## config.mk

```make
export PLATFORM = sky130hd
export DESIGN_NAME = jpeg_frame_dimension_scanner_top
export DESIGN_NICKNAME = d
export VERILOG_FILES = /design/src/sv/jfds_pkg.sv /design/src/sv/jfds_scanner.sv /design/src/sv/jfds_classify.sv /design/src/sv/jpeg_frame_dimension_scanner_top.sv
export SDC_FILE = /design/constraint.sdc
export NUM_CORES = 1
export LEC_CHECK = 0
export ABC_AREA = 1
export ABC_CLOCK_PERIOD_IN_PS = 10300
export BUFFER_PORTS_ARGS = -buffer_cell sky130_fd_sc_hd__buf_2
export CAP_MARGIN = 5
export CELL_PAD_IN_SITES_DETAIL_PLACEMENT = 1
export CELL_PAD_IN_SITES_GLOBAL_PLACEMENT = 2
export CORE_MARGIN = 2
export CORE_UTILIZATION = 39
export DETAILED_ROUTE_END_ITERATION = 8
export PLACE_DENSITY = 0.92
export SYNTH_ARGS = -nofsm -noshare
export SYNTH_HDL_FRONTEND = slang
export SYNTH_SLANG_ARGS = --single-unit
```

## constraint.sdc

```tcl
create_clock -name clk_i -period 10.3 [get_ports clk_i]
set_input_delay 1.03 -clock clk_i [delete_from_list [all_inputs] [get_ports clk_i]]
set_output_delay 1.03 -clock clk_i [all_outputs]
set_load 0.03 [all_outputs]
```

## src/sv/jfds_pkg.sv

```systemverilog
// ----------------------------------------------------------------------------
// jfds_pkg
// Shared types, codes and the marker scan step of the frame dimension scanner.
// ----------------------------------------------------------------------------
package jfds_pkg;

  localparam int PosBits = 24;
  localparam int NepBits = PosBits + 1;
  localparam int CfgBits = 24;
  localparam int CfgIdxBits = 2;
  localparam int OutDataBits = 64;

  localparam logic [CfgIdxBits-1:0] CfgScreenWidth  = 2'd0;
  localparam logic [CfgIdxBits-1:0] CfgScreenHeight = 2'd1;
  localparam logic [CfgIdxBits-1:0] CfgMaxFrame     = 2'd2;

  localparam logic [11:0] ScreenWidthReset  = 12'd320;
  localparam logic [11:0] ScreenHeightReset = 12'd240;
  localparam logic [23:0] MaxFrameReset     = 24'd262144;

  localparam logic [7:0] MarkerPrefix = 8'hFF;
  localparam logic [7:0] MarkerSof0   = 8'hC0;
  localparam logic [7:0] MarkerSof1   = 8'hC1;
  localparam logic [7:0] MarkerSof2   = 8'hC2;
  localparam logic [7:0] MarkerSoi    = 8'hD8;
  localparam logic [7:0] MarkerEoi    = 8'hD9;
  localparam logic [7:0] MarkerTem    = 8'h01;
  localparam logic [7:0] MarkerRst0   = 8'hD0;
  localparam logic [7:0] MarkerRst7   = 8'hD7;

  typedef logic [PosBits-1:0] pos_t;
  typedef logic [NepBits-1:0] nep_t;

  typedef enum logic [5:0] {
    MODE_SEEK = 6'b000001,
    MODE_MARK = 6'b000010,
    MODE_LENH = 6'b000100,
    MODE_LENL = 6'b001000,
    MODE_SOF  = 6'b010000,
    MODE_DONE = 6'b100000
  } mode_e;

  typedef enum logic [1:0] {
    STATUS_OK      = 2'd0,
    STATUS_BAD_SIZE = 2'd1,
    STATUS_NO_DIMS = 2'd2,
    STATUS_TOO_BIG = 2'd3
  } status_e;

  typedef struct packed {
    mode_e      mode;
    nep_t       nep;
    pos_t       mark_pos;
    logic       sof_seen;
    pos_t       sof_pos;
  } scan_t;

  typedef struct packed {
    pos_t        count;
    logic        overflow;
    logic        sof_seen;
    pos_t        sof_pos;
    logic [15:0] width;
    logic [15:0] height;
  } summary_t;

  localparam scan_t ScanReset = '{
    mode:     MODE_SEEK,
    nep:      nep_t'(2),
    mark_pos: '0,
    sof_seen: 1'b0,
    sof_pos:  '0
  };

  function automatic scan_t scan_step(scan_t st, nep_t q, logic [7:0] b);
    scan_t r;
    r = st;
    case (st.mode)
      MODE_SEEK: begin
        if (q == st.nep) begin
          if (b != MarkerPrefix) begin
            r.nep = q + nep_t'(1);
          end else begin
            r.mark_pos = q[PosBits-1:0];
            r.mode     = MODE_MARK;
          end
        end
      end
      MODE_MARK: begin
        if (b == MarkerSof0 || b == MarkerSof1 || b == MarkerSof2) begin
          r.sof_seen = 1'b1;
          r.sof_pos  = st.mark_pos;
          r.mode     = MODE_SOF;
        end else if (b == MarkerSoi || b == MarkerEoi || b == MarkerTem ||
                     (b >= MarkerRst0 && b <= MarkerRst7)) begin
          r.nep  = {1'b0, st.mark_pos} + nep_t'(2);
          r.mode = MODE_SEEK;
        end else begin
          r.mode = MODE_LENH;
        end
      end
      default: begin
      end
    endcase
    return r;
  endfunction

endpackage

```

## src/sv/jfds_scanner.sv

```systemverilog
// ----------------------------------------------------------------------------
// jfds_scanner
// Per-byte marker scan state; captures a frame summary on the last byte.
// ----------------------------------------------------------------------------
module jfds_scanner (
  input  logic                clk_i,
  input  logic                rst_ni,
  input  logic                in_accept_i,
  input  logic [7:0]          frame_byte_i,
  input  logic                last_byte_i,
  input  logic                sum_ready_i,
  output logic                sum_valid_o,
  output jfds_pkg::summary_t  sum_o
);

  jfds_pkg::pos_t     pos_q, pos_d;
  logic               ovf_q, ovf_d;
  jfds_pkg::scan_t    st_q, st_d;
  logic [7:0]         len_hi_q, len_hi_d;
  logic [7:0]         lb_q, lb_d;
  logic [15:0]        fh_q, fh_d;
  logic [15:0]        fw_q, fw_d;
  logic               sum_valid_q, sum_valid_d;
  jfds_pkg::summary_t sum_q, sum_d;

  jfds_pkg::nep_t     q;
  logic [15:0]        seg_len;
  jfds_pkg::pos_t     sof_dist;
  jfds_pkg::scan_t    st_len;

  assign q        = {1'b0, pos_q};
  assign seg_len  = {len_hi_q, frame_byte_i};
  assign sof_dist = pos_q - st_q.sof_pos;

  always_comb begin
    st_len      = st_q;
    st_len.nep  = {1'b0, st_q.mark_pos} + jfds_pkg::nep_t'(2) +
                  jfds_pkg::nep_t'(seg_len);
    st_len.mode = jfds_pkg::MODE_SEEK;
    if (seg_len == 16'd0) begin
      st_len = jfds_pkg::scan_step(
                 jfds_pkg::scan_step(st_len, q - jfds_pkg::nep_t'(1), lb_q),
                 q, frame_byte_i);
    end else if (seg_len == 16'd1) begin
      st_len = jfds_pkg::scan_step(st_len, q, frame_byte_i);
    end
  end

  always_comb begin
    pos_d       = pos_q;
    ovf_d       = ovf_q;
    st_d        = st_q;
    len_hi_d    = len_hi_q;
    lb_d        = lb_q;
    fh_d        = fh_q;
    fw_d        = fw_q;
    sum_d       = sum_q;
    sum_valid_d = sum_valid_q && !sum_ready_i;
    if (in_accept_i) begin
      if (!ovf_q) begin
        if (pos_q == {jfds_pkg::PosBits{1'b1}}) begin
          ovf_d = 1'b1;
        end else begin
          lb_d  = frame_byte_i;
          pos_d = pos_q + jfds_pkg::pos_t'(1);
          case (st_q.mode)
            jfds_pkg::MODE_SEEK, jfds_pkg::MODE_MARK: begin
              st_d = jfds_pkg::scan_step(st_q, q, frame_byte_i);
            end
            jfds_pkg::MODE_LENH: begin
              len_hi_d  = frame_byte_i;
              st_d.mode = jfds_pkg::MODE_LENL;
            end
            jfds_pkg::MODE_LENL: begin
              st_d = st_len;
            end
            jfds_pkg::MODE_SOF: begin
              if (sof_dist == jfds_pkg::pos_t'(5)) begin
                fh_d = {frame_byte_i, 8'h00};
              end else if (sof_dist == jfds_pkg::pos_t'(6)) begin
                fh_d = {fh_q[15:8], frame_byte_i};
              end else if (sof_dist == jfds_pkg::pos_t'(7)) begin
                fw_d = {frame_byte_i, 8'h00};
              end else if (sof_dist == jfds_pkg::pos_t'(8)) begin
                fw_d      = {fw_q[15:8], frame_byte_i};
                st_d.mode = jfds_pkg::MODE_DONE;
              end
            end
            default: begin
            end
          endcase
        end
      end
      if (last_byte_i) begin
        sum_valid_d    = 1'b1;
        sum_d.count    = pos_d;
        sum_d.overflow = ovf_d;
        sum_d.sof_seen = st_d.sof_seen;
        sum_d.sof_pos  = st_d.sof_pos;
        sum_d.width    = fw_d;
        sum_d.height   = fh_d;
        pos_d          = '0;
        ovf_d          = 1'b0;
        st_d           = jfds_pkg::ScanReset;
        len_hi_d       = '0;
        lb_d           = '0;
        fh_d           = '0;
        fw_d           = '0;
      end
    end
  end

  always_ff @(posedge clk_i or negedge rst_ni) begin
    if (!rst_ni) begin
      pos_q       <= '0;
      ovf_q       <= 1'b0;
      st_q        <= jfds_pkg::ScanReset;
      len_hi_q    <= '0;
      lb_q        <= '0;
      fh_q        <= '0;
      fw_q        <= '0;
      sum_valid_q <= 1'b0;
    end else begin
      pos_q       <= pos_d;
      ovf_q       <= ovf_d;
      st_q        <= st_d;
      len_hi_q    <= len_hi_d;
      lb_q        <= lb_d;
      fh_q        <= fh_d;
      fw_q        <= fw_d;
      sum_valid_q <= sum_valid_d;
    end
  end

  always_ff @(posedge clk_i) begin
    sum_q <= sum_d;
  end

  assign sum_valid_o = sum_valid_q;
  assign sum_o       = sum_q;

endmodule

```

## src/sv/jfds_classify.sv

```systemverilog
// ----------------------------------------------------------------------------
// jfds_classify
// Configuration registers and the frame status and centering result stage.
// ----------------------------------------------------------------------------
module jfds_classify (
  input  logic                                clk_i,
  input  logic                                rst_ni,
  input  logic                                cfg_we_i,
  input  logic [jfds_pkg::CfgIdxBits-1:0]     cfg_idx_i,
  input  logic [jfds_pkg::CfgBits-1:0]        cfg_data_i,
  input  logic                                sum_valid_i,
  input  jfds_pkg::summary_t                  sum_i,
  output logic                                sum_ready_o,
  output logic                                out_valid_o,
  input  logic                                out_ready_i,
  output logic [jfds_pkg::OutDataBits-1:0]    out_data_o
);

  logic [11:0] sw_q;
  logic [11:0] sh_q;
  logic [23:0] max_q;
  logic        out_valid_q, out_valid_d;
  logic [jfds_pkg::OutDataBits-1:0] out_data_q, out_data_d;

  logic              take;
  logic              bad_size;
  logic              no_dims;
  logic              too_big;
  jfds_pkg::status_e status;
  logic [15:0]       w;
  logic [15:0]       h;
  logic [11:0]       x_diff;
  logic [11:0]       y_diff;
  logic [10:0]       xo;
  logic [10:0]       yo;
  logic              fill;

  always_ff @(posedge clk_i or negedge rst_ni) begin
    if (!rst_ni) begin
      sw_q  <= jfds_pkg::ScreenWidthReset;
      sh_q  <= jfds_pkg::ScreenHeightReset;
      max_q <= jfds_pkg::MaxFrameReset;
    end else if (cfg_we_i) begin
      case (cfg_idx_i)
        jfds_pkg::CfgScreenWidth:  sw_q  <= cfg_data_i[11:0];
        jfds_pkg::CfgScreenHeight: sh_q  <= cfg_data_i[11:0];
        jfds_pkg::CfgMaxFrame:     max_q <= cfg_data_i[23:0];
        default: begin
        end
      endcase
    end
  end

  assign sum_ready_o = !out_valid_q || out_ready_i;
  assign take        = sum_valid_i && sum_ready_o;

  assign bad_size = sum_i.overflow || (sum_i.count < jfds_pkg::pos_t'(2)) ||
                    ({8'h00, max_q} < 32'(sum_i.count));
  assign no_dims  = !sum_i.sof_seen ||
                    ({1'b0, sum_i.sof_pos} + jfds_pkg::nep_t'(9) >=
                     {1'b0, sum_i.count}) ||
                    (sum_i.width == 16'd0) || (sum_i.height == 16'd0);
  assign too_big  = (sum_i.width > {4'h0, sw_q}) || (sum_i.height > {4'h0, sh_q});
  assign x_diff   = sw_q - sum_i.width[11:0];
  assign y_diff   = sh_q - sum_i.height[11:0];

  always_comb begin
    status = jfds_pkg::STATUS_OK;
    w      = '0;
    h      = '0;
    xo     = '0;
    yo     = '0;
    fill   = 1'b0;
    if (bad_size) begin
      status = jfds_pkg::STATUS_BAD_SIZE;
    end else if (no_dims) begin
      status = jfds_pkg::STATUS_NO_DIMS;
    end else begin
      w = sum_i.width;
      h = sum_i.height;
      if (too_big) begin
        status = jfds_pkg::STATUS_TOO_BIG;
      end else begin
        xo   = x_diff[11:1];
        yo   = y_diff[11:1];
        fill = (sum_i.width[11:0] != sw_q) || (sum_i.height[11:0] != sh_q);
      end
    end
  end

  always_comb begin
    out_valid_d = out_valid_q && !out_ready_i;
    out_data_d  = out_data_q;
    if (take) begin
      out_valid_d = 1'b1;
      out_data_d  = {7'b0, fill, yo, xo, h, w, status};
    end
  end

  always_ff @(posedge clk_i or negedge rst_ni) begin
    if (!rst_ni) begin
      out_valid_q <= 1'b0;
    end else begin
      out_valid_q <= out_valid_d;
    end
  end

  always_ff @(posedge clk_i) begin
    out_data_q <= out_data_d;
  end

  assign out_valid_o = out_valid_q;
  assign out_data_o  = out_data_q;

endmodule

```

## src/sv/jpeg_frame_dimension_scanner_top.sv

```systemverilog
// ----------------------------------------------------------------------------
// jpeg_frame_dimension_scanner_top
// Finds the frame dimensions in a JPEG marker stream and reports a status.
// ----------------------------------------------------------------------------
// The slave stream carries one frame byte per request in s_axis_tdata, with
// s_axis_tlast on the final byte of the frame. While s_axis_tready is high,
// every offered byte is taken, so a frame streams in at one byte per clock.
// For each final byte, one result request appears on the master stream: the
// status, the image width and height, the centering offsets and the fill
// flag. The edge that accepts the final byte captures the frame summary in
// the summary register; the output register takes the result when free.
// The summary register and the output register form a two-entry path, so
// the input keeps taking bytes while a result waits on m_axis_tready; only
// when both are full does s_axis_tready drop.
// Configuration writes go through cfg_we_i, cfg_idx_i and cfg_data_i and
// take effect at once; they are meant for idle periods between frames.
// Reset clears the scan state, empties both result registers and loads the
// default screen size of 320 by 240 and a 262144-byte frame limit.
// ----------------------------------------------------------------------------
module jpeg_frame_dimension_scanner_top (
  input  logic                                clk_i,
  input  logic                                rst_ni,
  input  logic                                s_axis_tvalid,
  output logic                                s_axis_tready,
  input  logic [7:0]                          s_axis_tdata,  // frame_byte
  input  logic                                s_axis_tlast,  // last_byte
  output logic                                m_axis_tvalid,
  input  logic                                m_axis_tready,
  // status[1:0], image_width[17:2], image_height[33:18], x_offset[44:34],
  // y_offset[55:45], fill_needed[56], zero fill above.
  output logic [jfds_pkg::OutDataBits-1:0]    m_axis_tdata,
  input  logic                                cfg_we_i,
  input  logic [jfds_pkg::CfgIdxBits-1:0]     cfg_idx_i,
  input  logic [jfds_pkg::CfgBits-1:0]        cfg_data_i
);

  logic               in_accept;
  logic               sum_valid;
  logic               sum_ready;
  jfds_pkg::summary_t sum;

  assign s_axis_tready = !sum_valid || sum_ready;
  assign in_accept     = s_axis_tvalid && s_axis_tready;

  jfds_scanner u_scanner (
    .clk_i        (clk_i),
    .rst_ni       (rst_ni),
    .in_accept_i  (in_accept),
    .frame_byte_i (s_axis_tdata),
    .last_byte_i  (s_axis_tlast),
    .sum_ready_i  (sum_ready),
    .sum_valid_o  (sum_valid),
    .sum_o        (sum)
  );

  jfds_classify u_classify (
    .clk_i       (clk_i),
    .rst_ni      (rst_ni),
    .cfg_we_i    (cfg_we_i),
    .cfg_idx_i   (cfg_idx_i),
    .cfg_data_i  (cfg_data_i),
    .sum_valid_i (sum_valid),
    .sum_i       (sum),
    .sum_ready_o (sum_ready),
    .out_valid_o (m_axis_tvalid),
    .out_ready_i (m_axis_tready),
    .out_data_o  (m_axis_tdata)
  );

endmodule

```

; Yosys cells after proc, flatten, opt, wreduce, memory -nomap -nowiden
; Cells that the tools add are included.
; W data, S select, Z words.
[op_classes]
n_reduce_logical = 43
eq_ne = 45
magnitude_cmp = 7
n_addsub = 11
muxes = 73
[ops]
columns = operator, count
row1 = $mux W80, 5
row2 = $mux W25, 12
row3 = $mux W55, 5
row4 = $mux W16, 12
row5 = $mux W24, 8
row6 = $pmux W74 S2, 1
row7 = $pmux W31 S2, 2
row8 = $eq A24 B25 Y1, 3
row9 = $eq A24 B3 Y1 const B, 3
row10 = $mux W8, 9
row11 = $add A24 B2 Y25 const B, 2
row12 = $logic_not A16 Y1, 3
row13 = $mux W6, 7
row14 = $eq A8 B8 Y1 const B, 5
row15 = $gt A16 B12 Y1, 2
row16 = $add A24 B1 Y25 const B, 1
row17 = $add A24 B4 Y25 const B, 1
row18 = $add A25 B1 Y25 const B, 1
row19 = $add A25 B16 Y25, 1
row20 = $eq A25 B25 Y1, 1
row21 = $ge A25 B24 Y1, 1
row22 = $sub A24 B1 Y25 const B, 1
row23 = $add A24 B1 Y24 const B, 1
row24 = $eq A24 B24 Y1 const B, 1
row25 = other kinds (43), 91
[word_totals]
word_cells = 204
input_bits = 40
reg_bits = 342
output_inout_bits = 66

; Longest topological paths before layout
; Gate-level depths: netlist of the first run.
[depth]
depth_word = 14
mapped_depth = 44

; Modules after synthesis
; A second synthesis of the first run with hierarchy kept.
[hier_totals]
hier_cells = 4206
area_unflattened_um2 = 28519.9
[modules_own_cells]
columns = mod, cells_per_inst, area_each_um2, instances
row1 = jfds_scanner, 3320, 20971.4, 1
row2 = jfds_classify, 882, 7528.5, 1
row3 = jpeg_frame_dimension_scanner_top, 4, 20.0, 1

; Least setup slack after synthesis of the first run
; Ideal clock, no wire load.
[synth_timing]
path_kind = input -> register
startpoint = input port m_axis_tready
endpoint = register u_scanner.sum_q, in the netlist u_scanner.sum_o[0], enable pin
path_buffers = 1
t_arrival_ns = 5.180
setup_ns = 0.523
slack_ns = 4.597
t_required_ns = 9.777
path_stages = 5
cell_sequence = inv_1 nand3_1 nand2_1 clkbuf_1 nor2_1
[synth_via]
elab_chain_cells = 4
[synth_lines]
columns = item, line_no
row1 = start: declaration, jpeg_frame_dimension_scanner_top.sv:28  ; input logic m_axis_tready,
row2 = $logic_or A1 B1 Y1, jfds_classify.sv:54  ; assign sum_ready_o = !out_valid_q || out_ready_i;
row3 = $logic_or A1 B1 Y1, jpeg_frame_dimension_scanner_top.sv:42  ; assign s_axis_tready = !sum_valid || sum_ready;
row4 = net s_axis_tready, jpeg_frame_dimension_scanner_top.sv:24  ; output logic s_axis_tready,
row5 = $logic_and A1 B1 Y1, jpeg_frame_dimension_scanner_top.sv:43  ; assign in_accept = s_axis_tvalid && s_axis_tready;
row6 = $reduce_and A2 Y1 (no source line), -
row7 = end signal: assignment, jfds_scanner.sv:136  ; sum_q <= sum_d;
row8 = end: declaration, jfds_scanner.sv:24  ; jfds_pkg::summary_t sum_q, sum_d;
; The timed path passes the listed nets, and every way through them passes these cells.
; A chain may end at the register's enable or synchronous reset.

; Final worst setup path of the first run
[layout_timing]
startpoint = register u_scanner.st_q[26] (netlist bit)
endpoint = register u_scanner.st_q[36] (netlist bit)
[layout_via]
elab_chain_cells = 13
elab_cells_between_ends = 19
[layout_lines]
columns = item, line_no
row1 = start: declaration, jfds_scanner.sv:18  ; jfds_pkg::scan_t st_q, st_d;
row2 = start signal: assignment, jfds_scanner.sv:117  ; st_q <= jfds_pkg::ScanReset;
row3 = start signal: assignment, jfds_scanner.sv:126  ; st_q <= st_d;
row4 = $add A24 B2 Y25 (*), jfds_scanner.sv:37  ; st_len.nep = {1'b0, st_q.mark_pos} + jfds_pkg::nep_t'(2) +
row5 = $add A25 B16 Y25 (*), jfds_scanner.sv:37
row6 = $eq A25 B25 Y1 or $mux W25 (tied branches), "jfds_pkg.sv:80, jfds_pkg.sv:81"
row7 = $mux W55, jfds_pkg.sv:80  ; if (q == st.nep) begin
row8 = $mux W55, jfds_scanner.sv:40  ; if (seg_len == 16'd0) begin
row9 = $eq A24 B25 Y1 or $mux W24 (tied branches), "jfds_pkg.sv:80, jfds_pkg.sv:81"
row10 = $mux W55, jfds_pkg.sv:80
row11 = $mux W24, jfds_pkg.sv:78  ; case (st.mode)
row12 = $mux W80, jfds_scanner.sv:40
row13 = $pmux W74 S2, jfds_scanner.sv:66  ; case (st_q.mode)
row14 = $mux W80, jfds_scanner.sv:61  ; if (pos_q == {jfds_pkg::PosBits{1'b1}}) begin
row15 = $mux W80, jfds_scanner.sv:60  ; if (!ovf_q) begin
row16 = $mux W80, jfds_scanner.sv:94  ; if (last_byte_i) begin
; Every way passes the cells marked *; elsewhere a longest branch is shown, timed or not. The select of a mux whose other input is x is not followed.

==> flow_summary.yaml, run 1 <==
sta:
  slew-limit-headroom_pct: 18.4
  timing_hold_violations_final: 0
  post-route-period-util_pct: 80.0
  setup-tns-final_ns: 0
  finalWorstPathRequiredPeriod_ns: 8.24
  fmaxAchievable_mhz: 121
  worst_clock_skew_ns: 0.0413
  final_max_slew_viols: 0
  finalSetupViolCount: 0
  unrepaired_setup_endpoints_after_global_routing: "no"
  tightestPinTransition_ns: 1.22
layout:
  layout_commonest_cell: "sky130_fd_sc_hd__nand2_1"
  fillerInstances: 9344
  drive_gt1_share_pct: 7.87
  layout.cells.non_filler: 5171
  postLayoutCoreUtil_pct: 43.5
  postLayoutCellArea_sq_um: 30900
  final-seq-area_sq_um: 9270
  area_delta_synth_final_pct: 10.8
  multi_input_area_sq_um: 15900
  number_of_nets_in_the_layout: 4367
  layout_common_cells: "sky130_fd_sc_hd__nand2_1, sky130_fd_sc_hd__inv_1, sky130_fd_sc_hd__o21ai_0"
yosys:
  ys_async_sr_fraction_pct: 59.4
  synth_compound_gate_area_share_pct: 13.8
  number_of_warning_messages_in_the_yosys_log: 0
  sequential_share_of_the_synthesized_area_pct: 33.2
  synthXorXnorAreaFrac_pct: 3.98
  synth.distinct_cells: 60
  share_of_cell_area_taken_by_muxes_after_synthesis_pct: 0.485
  post_synth_instance_area_sq_um: 27900
  edff_count_synth: 139
  post_synth_fa_ha_maj_area_fraction_pct: 6.66
  synth-main-ff-cell: "sky130_fd_sc_hd__dfrtp_1"
  synth-simple-area-share_pct: 31.7
  synth_area_per_cell_sq_um: 6.73
  main_combinational_cell_family_by_area_after_synthesis: "simple AND/OR/NAND/NOR gates"
  cell_count_after_synthesis: 4142
  ys_seq_elements: 342
placement:
  port_buffers: 98
  placed_cells: 5084
  placement.cell_area_sq_um: 29300
  place.gp.congestion: 1.03
  detailed_place_hpwl_microns: 97300
route:
  drt_drc_violations_left: 0
  antenna_violation_net_count_after_detailed_routing: 0
  detail_route.vias_per_cell: 5.77
  drt-total-wl_microns: 128000
  detailroute.via_count: 29824
  routed_wire_length_per_instance_microns: 24.7
  drtPass1Iterations: 6
  initialDrtViolationCount: 2622
clock_tree:
  clkSinkCount: 342
  root_buffer: "sky130_fd_sc_hd__clkbuf_16"
  clk-insertion-delay-late_ns: 0.64
  tritoncts: "built"
  clk_transition_reported_paths_ns: 0.07
  cts_hold_buffers: 0
  cts_resized: 0
  cts-root-to-sink-buffers: 3
  htree_levels: 2
  clock_buffers_created_by_tritoncts: 45
  cts.repair_timing.setup_buffer_count: 0
setup_path:
  critical_path_class: "reg -> reg"
  crit_path_start_kind: "flip-flop"
  critical_path_required_ns: 10.79
  reg2reg_from: "u_scanner.st_q[26]"
  crit_family: "simple AND/OR/NAND/NOR gates"
  reg2reg_slack_ns: 2.06
  crit_path_start: "u_scanner.st_q[26]"
  worst-r2r-cell-count: 37
  cp_num_buf_inv: 3
  slowest_stage: "sky130_fd_sc_hd__nor3_1"
  slowest_delay_ns: 0.79
  worstPathMaxFanout: 46
  critPathMostFrequentCell: "sky130_fd_sc_hd__nand2_1"
  timing.rr.end: "u_scanner.st_q[36]"
  endpoint_kind: "flip-flop"
  worst-path-stages: 37
  worst-endpoint-arrival_ns: 8.74
power:
  power_density_nw_per_um2: 201
  power.clock.fraction_pct: 27.5
  max-vdd-ir-drop_mv: 0.155
  intPower_w: 0.00340
  switching_power_w: 0.00281
  p_comb_share_pct: 42.6
  p_seq_share_pct: 29.9
  cellLeakagePower_nw: 15.1
  swShare_pct: 45.2
floorplan:
  die_h_microns: 271
  num_io_pins: 106
  design.core.area_sq_um: 71100
  die-width_microns: 271
  placement_rows: 98
  floorplan.initialDensity_pct: 39.2
  die-area_sq_um: 73700
global_route:
  first_pass_grt_wire_length_microns: 190000
  grt_usage_pct: 34.1
  grt_pass1_vias: 30204
  grt_overflow_total: 0
  grt_max_degree: 93
  grt_antenna_before_repair: 9
job:
  max_cap_violations: 0
hold_path:
  min-delay-path-class: "in -> async"
outcome:
  run_status: "completed"
power groups by stage:
stage / clock network, W / registers, W / logic, W
floorplan: 0 / 0.00179 / 0.00169
global placement: 0 / 0.00186 / 0.00252
detailed placement: 0 / 0.00187 / 0.00257
CTS: 0.00173 / 0.00185 / 0.00259
global route: 0.00178 / 0.00187 / 0.00289
finish: 0.00171 / 0.00186 / 0.00265
metal layers:
| metal | global-route usage [%] | wire [microns] | up-vias |
|---|---|---|---|
| li1 | - | - | 13651 |
| met1 | 44.6 | 54300 | 14657 |
| met2 | 54.7 | 56900 | 1165 |
| met3 | 5.61 | 9650 | 345 |
| met4 | 16.4 | 6880 | 6 |
| met5 | 0 | 41 | - |
cell usage after synthesis (5+ instances only):
library cell                number  share of area, %
sky130_fd_sc_hd__a21o_1          5              0.13
sky130_fd_sc_hd__o21ai_0       311               5.6
sky130_fd_sc_hd__buf_6           6              0.24
sky130_fd_sc_hd__o2111ai_1      12              0.38
sky130_fd_sc_hd__o22ai_1        50               1.1
sky130_fd_sc_hd__and2_1          5              0.11
sky130_fd_sc_hd__o21ai_1        37              0.66
sky130_fd_sc_hd__nand2_1      1300                17
sky130_fd_sc_hd__a211oi_1       30              0.81
sky130_fd_sc_hd__inv_2          23              0.31
sky130_fd_sc_hd__mux2_2         12              0.48
sky130_fd_sc_hd__nor2_4          7              0.28
sky130_fd_sc_hd__o211ai_1       15              0.40
sky130_fd_sc_hd__edfxtp_1      139                15
sky130_fd_sc_hd__or2_2          16              0.36
sky130_fd_sc_hd__and3_1          8              0.18
sky130_fd_sc_hd__nand2_2        15              0.34
sky130_fd_sc_hd__buf_2          28              0.50
sky130_fd_sc_hd__a21oi_1       169               3.0
sky130_fd_sc_hd__nor2_1        312               4.2
sky130_fd_sc_hd__xnor2_1        22              0.69
sky130_fd_sc_hd__dfstp_2         9              0.85
sky130_fd_sc_hd__nor4_1         20              0.45
sky130_fd_sc_hd__nand3_2         5              0.18
sky130_fd_sc_hd__clkinv_1       18              0.24
sky130_fd_sc_hd__clkbuf_1      116               1.6
sky130_fd_sc_hd__dfrtp_1       194                17
sky130_fd_sc_hd__o31ai_1        13              0.35
sky130_fd_sc_hd__ha_1          142               6.4
sky130_fd_sc_hd__o221ai_1       10              0.31
sky130_fd_sc_hd__nor3_1         40              0.72
sky130_fd_sc_hd__nand4_1       101               2.3
sky130_fd_sc_hd__inv_1         520               7.0
sky130_fd_sc_hd__nand3_1       250               4.5
sky130_fd_sc_hd__nor2_2         11              0.25
sky130_fd_sc_hd__a31oi_1        19              0.43
sky130_fd_sc_hd__xor2_1        103               3.2
sky130_fd_sc_hd__buf_4           8              0.22
area by class of cell:
cell class                      count  share of cell area (%)
Timing Repair Buffer              146                    2.78
Tap cell                          950                    3.85
Clock buffer                       54                    3.78
Antenna cell                        3                  0.0243
Multi-Input combinational cell   3084                    51.4
Clock inverter                     30                    1.32
Inverter                          562                    6.84
Sequential cell                   342                    30.0
state kept, by name, summed over array words and instances, names as in the netlist, 16 cells and up:
signal / flops
u_classify.out_data_o: 57
u_scanner.pos_q: 24
u_scanner.fh_q: 16
u_scanner.fw_q: 16
u_classify.max_q: 24
u_scanner.sum_o: 82
u_scanner.st_q: 80
cell families after synthesis:
kind of cell               after synthesis
AOI/OAI and AO/OA                      690
xor gates and xnor gates               126
adders and majority gates              146
buffers and inverters                  722
DFF                                    342
muxes                                   12
other                                    1
and+or+nand+nor                       2103
how the worst max path moves through the flow:
stage | to | slack, ns
6_report | u_scanner.st_q[36] | 2.06
3_3_place_gp | u_scanner.st_q[36] | 2.57
3_5_place_dp | u_scanner.st_q[36] | 2.38
2_1_floorplan | u_scanner.sum_o[0] | 4.60
4_1_cts | u_scanner.st_q[36] | 2.32
5_1_grt | u_scanner.st_q[31] | 1.70
metrics by stage:
step / worst slack [ns] / power, W / hold slack (ns)
after floorplan: 4.60 / 0.00348 / 0.442
after global placement: 2.57 / 0.00438 / 0.455
after detailed placement: 2.38 / 0.00444 / 0.470
final: 2.06 / 0.00621 / 0.482
after CTS: 2.32 / 0.00617 / 0.484
after global routing: 1.70 / 0.00654 / 0.515
worst reg2reg max path: cells and delay by family, from the launching register on:
kind                     cells  cell delay (ns)
XOR/XNOR                     1             0.18
AND/OR/NAND/NOR             26             4.54
flip-flops                   1             0.62
buffers and inverters        3             1.05
AO/OA/AOI/OAI                5             1.09
adder cells (fa/ha/maj)      2             0.63
No activity file was read; power rests on OpenSTA's default activity.
==> run 2, diff against run 1 <==
- ABC_AREA: 1 -> 0
- ABC_CLOCK_PERIOD_IN_PS: 10300 -> 8440
- CORE_UTILIZATION: 39 -> 40
- PLACE_DENSITY: 0.92 -> 0.87
- clock period: 10.3 -> 8.44 ns (I/O delays scaled with it)
==> run 2 against run 1 <==
  * Global-route usage fell by 0.15 points
  * Largest power group is now registers
  * Cell count fell by 23%
  * Worst setup slack got worse by 1.4 ns
  * Largest cell class unchanged
  * Sequential power rose by 5%
==> flow_summary.yaml, run 2 <==
sta:
  tightestPinTransition_ns: 1.20
  finalSetupViolCount: 0
  unrepaired_setup_endpoints_after_global_routing: "no"
  finalWorstPathRequiredPeriod_ns: 7.83
  post-route-period-util_pct: 92.8
  timing_hold_violations_final: 0
  setup-tns-final_ns: 0
  worst_clock_skew_ns: 0.0282
  final_max_slew_viols: 0
  postLayoutSetupSlackWorst_ns: 0.610
  slew-limit-headroom_pct: 19.4
  fmaxAchievable_mhz: 128
setup_path:
  critical_path_required_ns: 8.94
  endpoint_kind: "flip-flop"
  critical_path_class: "reg -> reg"
  worstPathMaxFanout: 15
  worst-endpoint-arrival_ns: 8.33
  reg2reg_slack_ns: 0.61
  crit_path_start_kind: "flip-flop"
floorplan:
  num_io_pins: 106
  die_h_microns: 260
  floorplan.initialDensity_pct: 40.2
  die-width_microns: 260
  die-area_sq_um: 67800
  design.core.area_sq_um: 65400
  placement_rows: 94
route:
  drt-total-wl_microns: 117000
  detail_route.vias_per_cell: 6.31
  drt_drc_violations_left: 0
  routed_wire_length_per_instance_microns: 29.5
  initialDrtViolationCount: 2429
  antenna_violation_net_count_after_detailed_routing: 0
  detailroute.via_count: 24974
  drtPass1Iterations: 5
clock_tree:
  htree_levels: 2
  clk-insertion-delay-late_ns: 0.60
  cts.repair_timing.setup_buffer_count: 0
  cts_hold_buffers: 0
  clock_buffers_created_by_tritoncts: 41
  root_buffer: "sky130_fd_sc_hd__clkbuf_16"
  cts-root-to-sink-buffers: 3
  tritoncts: "built"
  clkSinkCount: 342
  cts_resized: 0
  clk_transition_reported_paths_ns: 0.06
power:
  finalPower_w: 0.00554
  cellLeakagePower_nw: 12.4
  power_density_nw_per_um2: 188
  max-vdd-ir-drop_mv: 0.147
yosys:
  yosys-top-cells-count: "sky130_fd_sc_hd__nand2_1, sky130_fd_sc_hd__nor2_1, sky130_fd_sc_hd__o21ai_0"
  edff_count_synth: 139
  synth_most_common_cell: "sky130_fd_sc_hd__nand2_1"
  synth_area_per_cell_sq_um: 8.78
  synth.area.top_cells: "sky130_fd_sc_hd__dfrtp_1, sky130_fd_sc_hd__edfxtp_1, sky130_fd_sc_hd__ha_1"
  sequential_share_of_the_synthesized_area_pct: 35.2
  post_synth_instance_area_sq_um: 26300
  main_combinational_cell_family_by_area_after_synthesis: "simple AND/OR/NAND/NOR gates"
  cell_count_after_synthesis: 2997
  synth.distinct_cells: 100
  ys_async_sr_fraction_pct: 59.4
  synth-simple-area-share_pct: 19.5
  yosysTopAreaCell: "sky130_fd_sc_hd__dfrtp_1"
  synth_top_area_share_pct: 18.5
  synth_compound_gate_area_share_pct: 19.4
  ys_seq_elements: 342
  post_synth_fa_ha_maj_area_fraction_pct: 7.11
  number_of_warning_messages_in_the_yosys_log: 0
  synth-main-ff-cell: "sky130_fd_sc_hd__dfrtp_1"
  share_of_cell_area_taken_by_muxes_after_synthesis_pct: 4.18
  synthXorXnorAreaFrac_pct: 9.48
layout:
  postLayoutCoreUtil_pct: 45.1
  drive_gt1_share_pct: 13.0
  fillerInstances: 7574
  area_delta_synth_final_pct: 12.1
  layout_commonest_cell: "sky130_fd_sc_hd__nand2_1"
  layout_common_cells: "sky130_fd_sc_hd__nand2_1, sky130_fd_sc_hd__nor2_1, sky130_fd_sc_hd__o21ai_0"
  largest_register_ffs: 82
  number_of_nets_in_the_layout: 3247
global_route:
  grt_antenna_before_repair: 4
  grtUsageMet2_pct: 53.4
  grt_max_degree: 88
  grt_overflow_total: 0
  met1_usage_grt_pct: 44.0
  globalRouteMet3Util_pct: 5.70
  gr-max-usage-layer: "met2"
  first_pass_grt_wire_length_microns: 171000
  grt_usage_pct: 33.9
  grt_pass1_vias: 25343
placement:
  port_buffers: 98
  dpl_worst_slack_ns: 0.829
  detailed_place_hpwl_microns: 88700
  place.gp.congestion: 1.03
job:
  max_cap_violations: 0
hold_path:
  min-delay-path-class: "in -> async"
outcome:
  run_status: "completed"
[run 2: cell types whose count changed in the layout (fill, tap and decap cells not counted), moves of 40 or more]
| cell | delta |
|---|---|
| sky130_fd_sc_hd__buf_4 | +66 |
| sky130_fd_sc_hd__a22o_1 | +48 |
| sky130_fd_sc_hd__nor3_1 | +40 |
| sky130_fd_sc_hd__inv_1 | -388 |
| sky130_fd_sc_hd__nand3_1 | -173 |
| sky130_fd_sc_hd__xnor2_1 | +129 |
| sky130_fd_sc_hd__o21ai_0 | -89 |
| sky130_fd_sc_hd__mux2_2 | +40 |
| sky130_fd_sc_hd__a21o_1 | +56 |
| sky130_fd_sc_hd__nand2_1 | -1004 |
| sky130_fd_sc_hd__nor2_1 | -84 |
| sky130_fd_sc_hd__mux2i_1 | +48 |
[run 2: final cells by class]
cell class,instances,area [sq um],share of cell area (%)
clock buffer,52,1110,3.76
inverter,136,510,1.73
clock inverter,24,297,1.01
antenna,2,5.00,0.0170
tap,864,1080,3.67
multi-input combinational,2326,15800,53.7
timing repair buffer,213,1380,4.67
sequential,342,9270,31.4
[run 2: kinds of logic (layout without fill, tap and decap cells)]
logic type,after synthesis,in the layout
AND/OR/NAND/NOR,1028,1028
adder cells (fa/ha/maj),147,147
multiplexers,103,103
buffers and inverters,335,425
other,1,9
flip-flops,342,342
XOR/XNOR,255,255
AO/OA/AOI/OAI,786,786
[run 2: critical path, cell delays in order (launching register included)]
cell	delay [ns]
sky130_fd_sc_hd__dfrtp_1	0.55
sky130_fd_sc_hd__nand3_1	0.33
sky130_fd_sc_hd__nor2_1	0.47
sky130_fd_sc_hd__and3_1	0.24
sky130_fd_sc_hd__xor2_1	0.60
sky130_fd_sc_hd__ha_1	0.35
sky130_fd_sc_hd__nand2_1	0.11
sky130_fd_sc_hd__nor3_1	0.49
sky130_fd_sc_hd__a21o_1	0.20
sky130_fd_sc_hd__a31oi_1	0.27
sky130_fd_sc_hd__nor4_4	0.51
sky130_fd_sc_hd__xnor3_1	0.35
sky130_fd_sc_hd__or4_1	0.69
sky130_fd_sc_hd__or4_1	0.54
sky130_fd_sc_hd__buf_4	0.23
sky130_fd_sc_hd__a221o_1	0.42
sky130_fd_sc_hd__nand2b_1	0.35
sky130_fd_sc_hd__nor3_4	0.51
sky130_fd_sc_hd__buf_4	0.27
sky130_fd_sc_hd__a221oi_1	0.08
sky130_fd_sc_hd__a21oi_1	0.16
[run 2: path summary, 6_finish.rpt]
kind                                     from  depth (start not counted)                  to
max in group asynchronous              rst_ni                          2  u_scanner.st_q[65]
min in group clk_i         u_scanner.fh_q[13]                          2  u_scanner.fh_q[13]
hold / removal                         rst_ni                          1  u_scanner.st_q[73]
setup reg to reg           u_scanner.st_q[28]                         20  u_scanner.st_q[36]
hold reg to reg            u_scanner.fh_q[13]                          2  u_scanner.fh_q[13]
setup / recovery           u_scanner.st_q[28]                         20  u_scanner.st_q[36]
[run 2: where the power goes]
part           leakage [nW]  internal [W]  switching, W  total (W)
combinational          7.72      0.000544       0.00114    0.00169
clock                 0.677       0.00107      0.000820    0.00189
sequential             4.04       0.00187     0.0000945    0.00196
[run 2: through the flow]
| stage | instance area, sq um | hold WS, ns | cells |
|---|---|---|---|
| floorplan | 26300 | 0.442 | 3003 |
| global placement | 28100 | 0.454 | 3881 |
| detailed placement | 28100 | 0.464 | 3881 |
| CTS | 29500 | 0.312 | 3957 |
| global route | 29500 | 0.319 | 3958 |
| finish | 29500 | 0.265 | 3959 |
[run 2: metal layers]
metal | part of all wire [%] | vias up
met3 | 6.9 | 319
met1 | 42 | 12564
met2 | 45 | 1095
li1 | - | 10996
met4 | 6.8 | 0
met5 | 0 | -
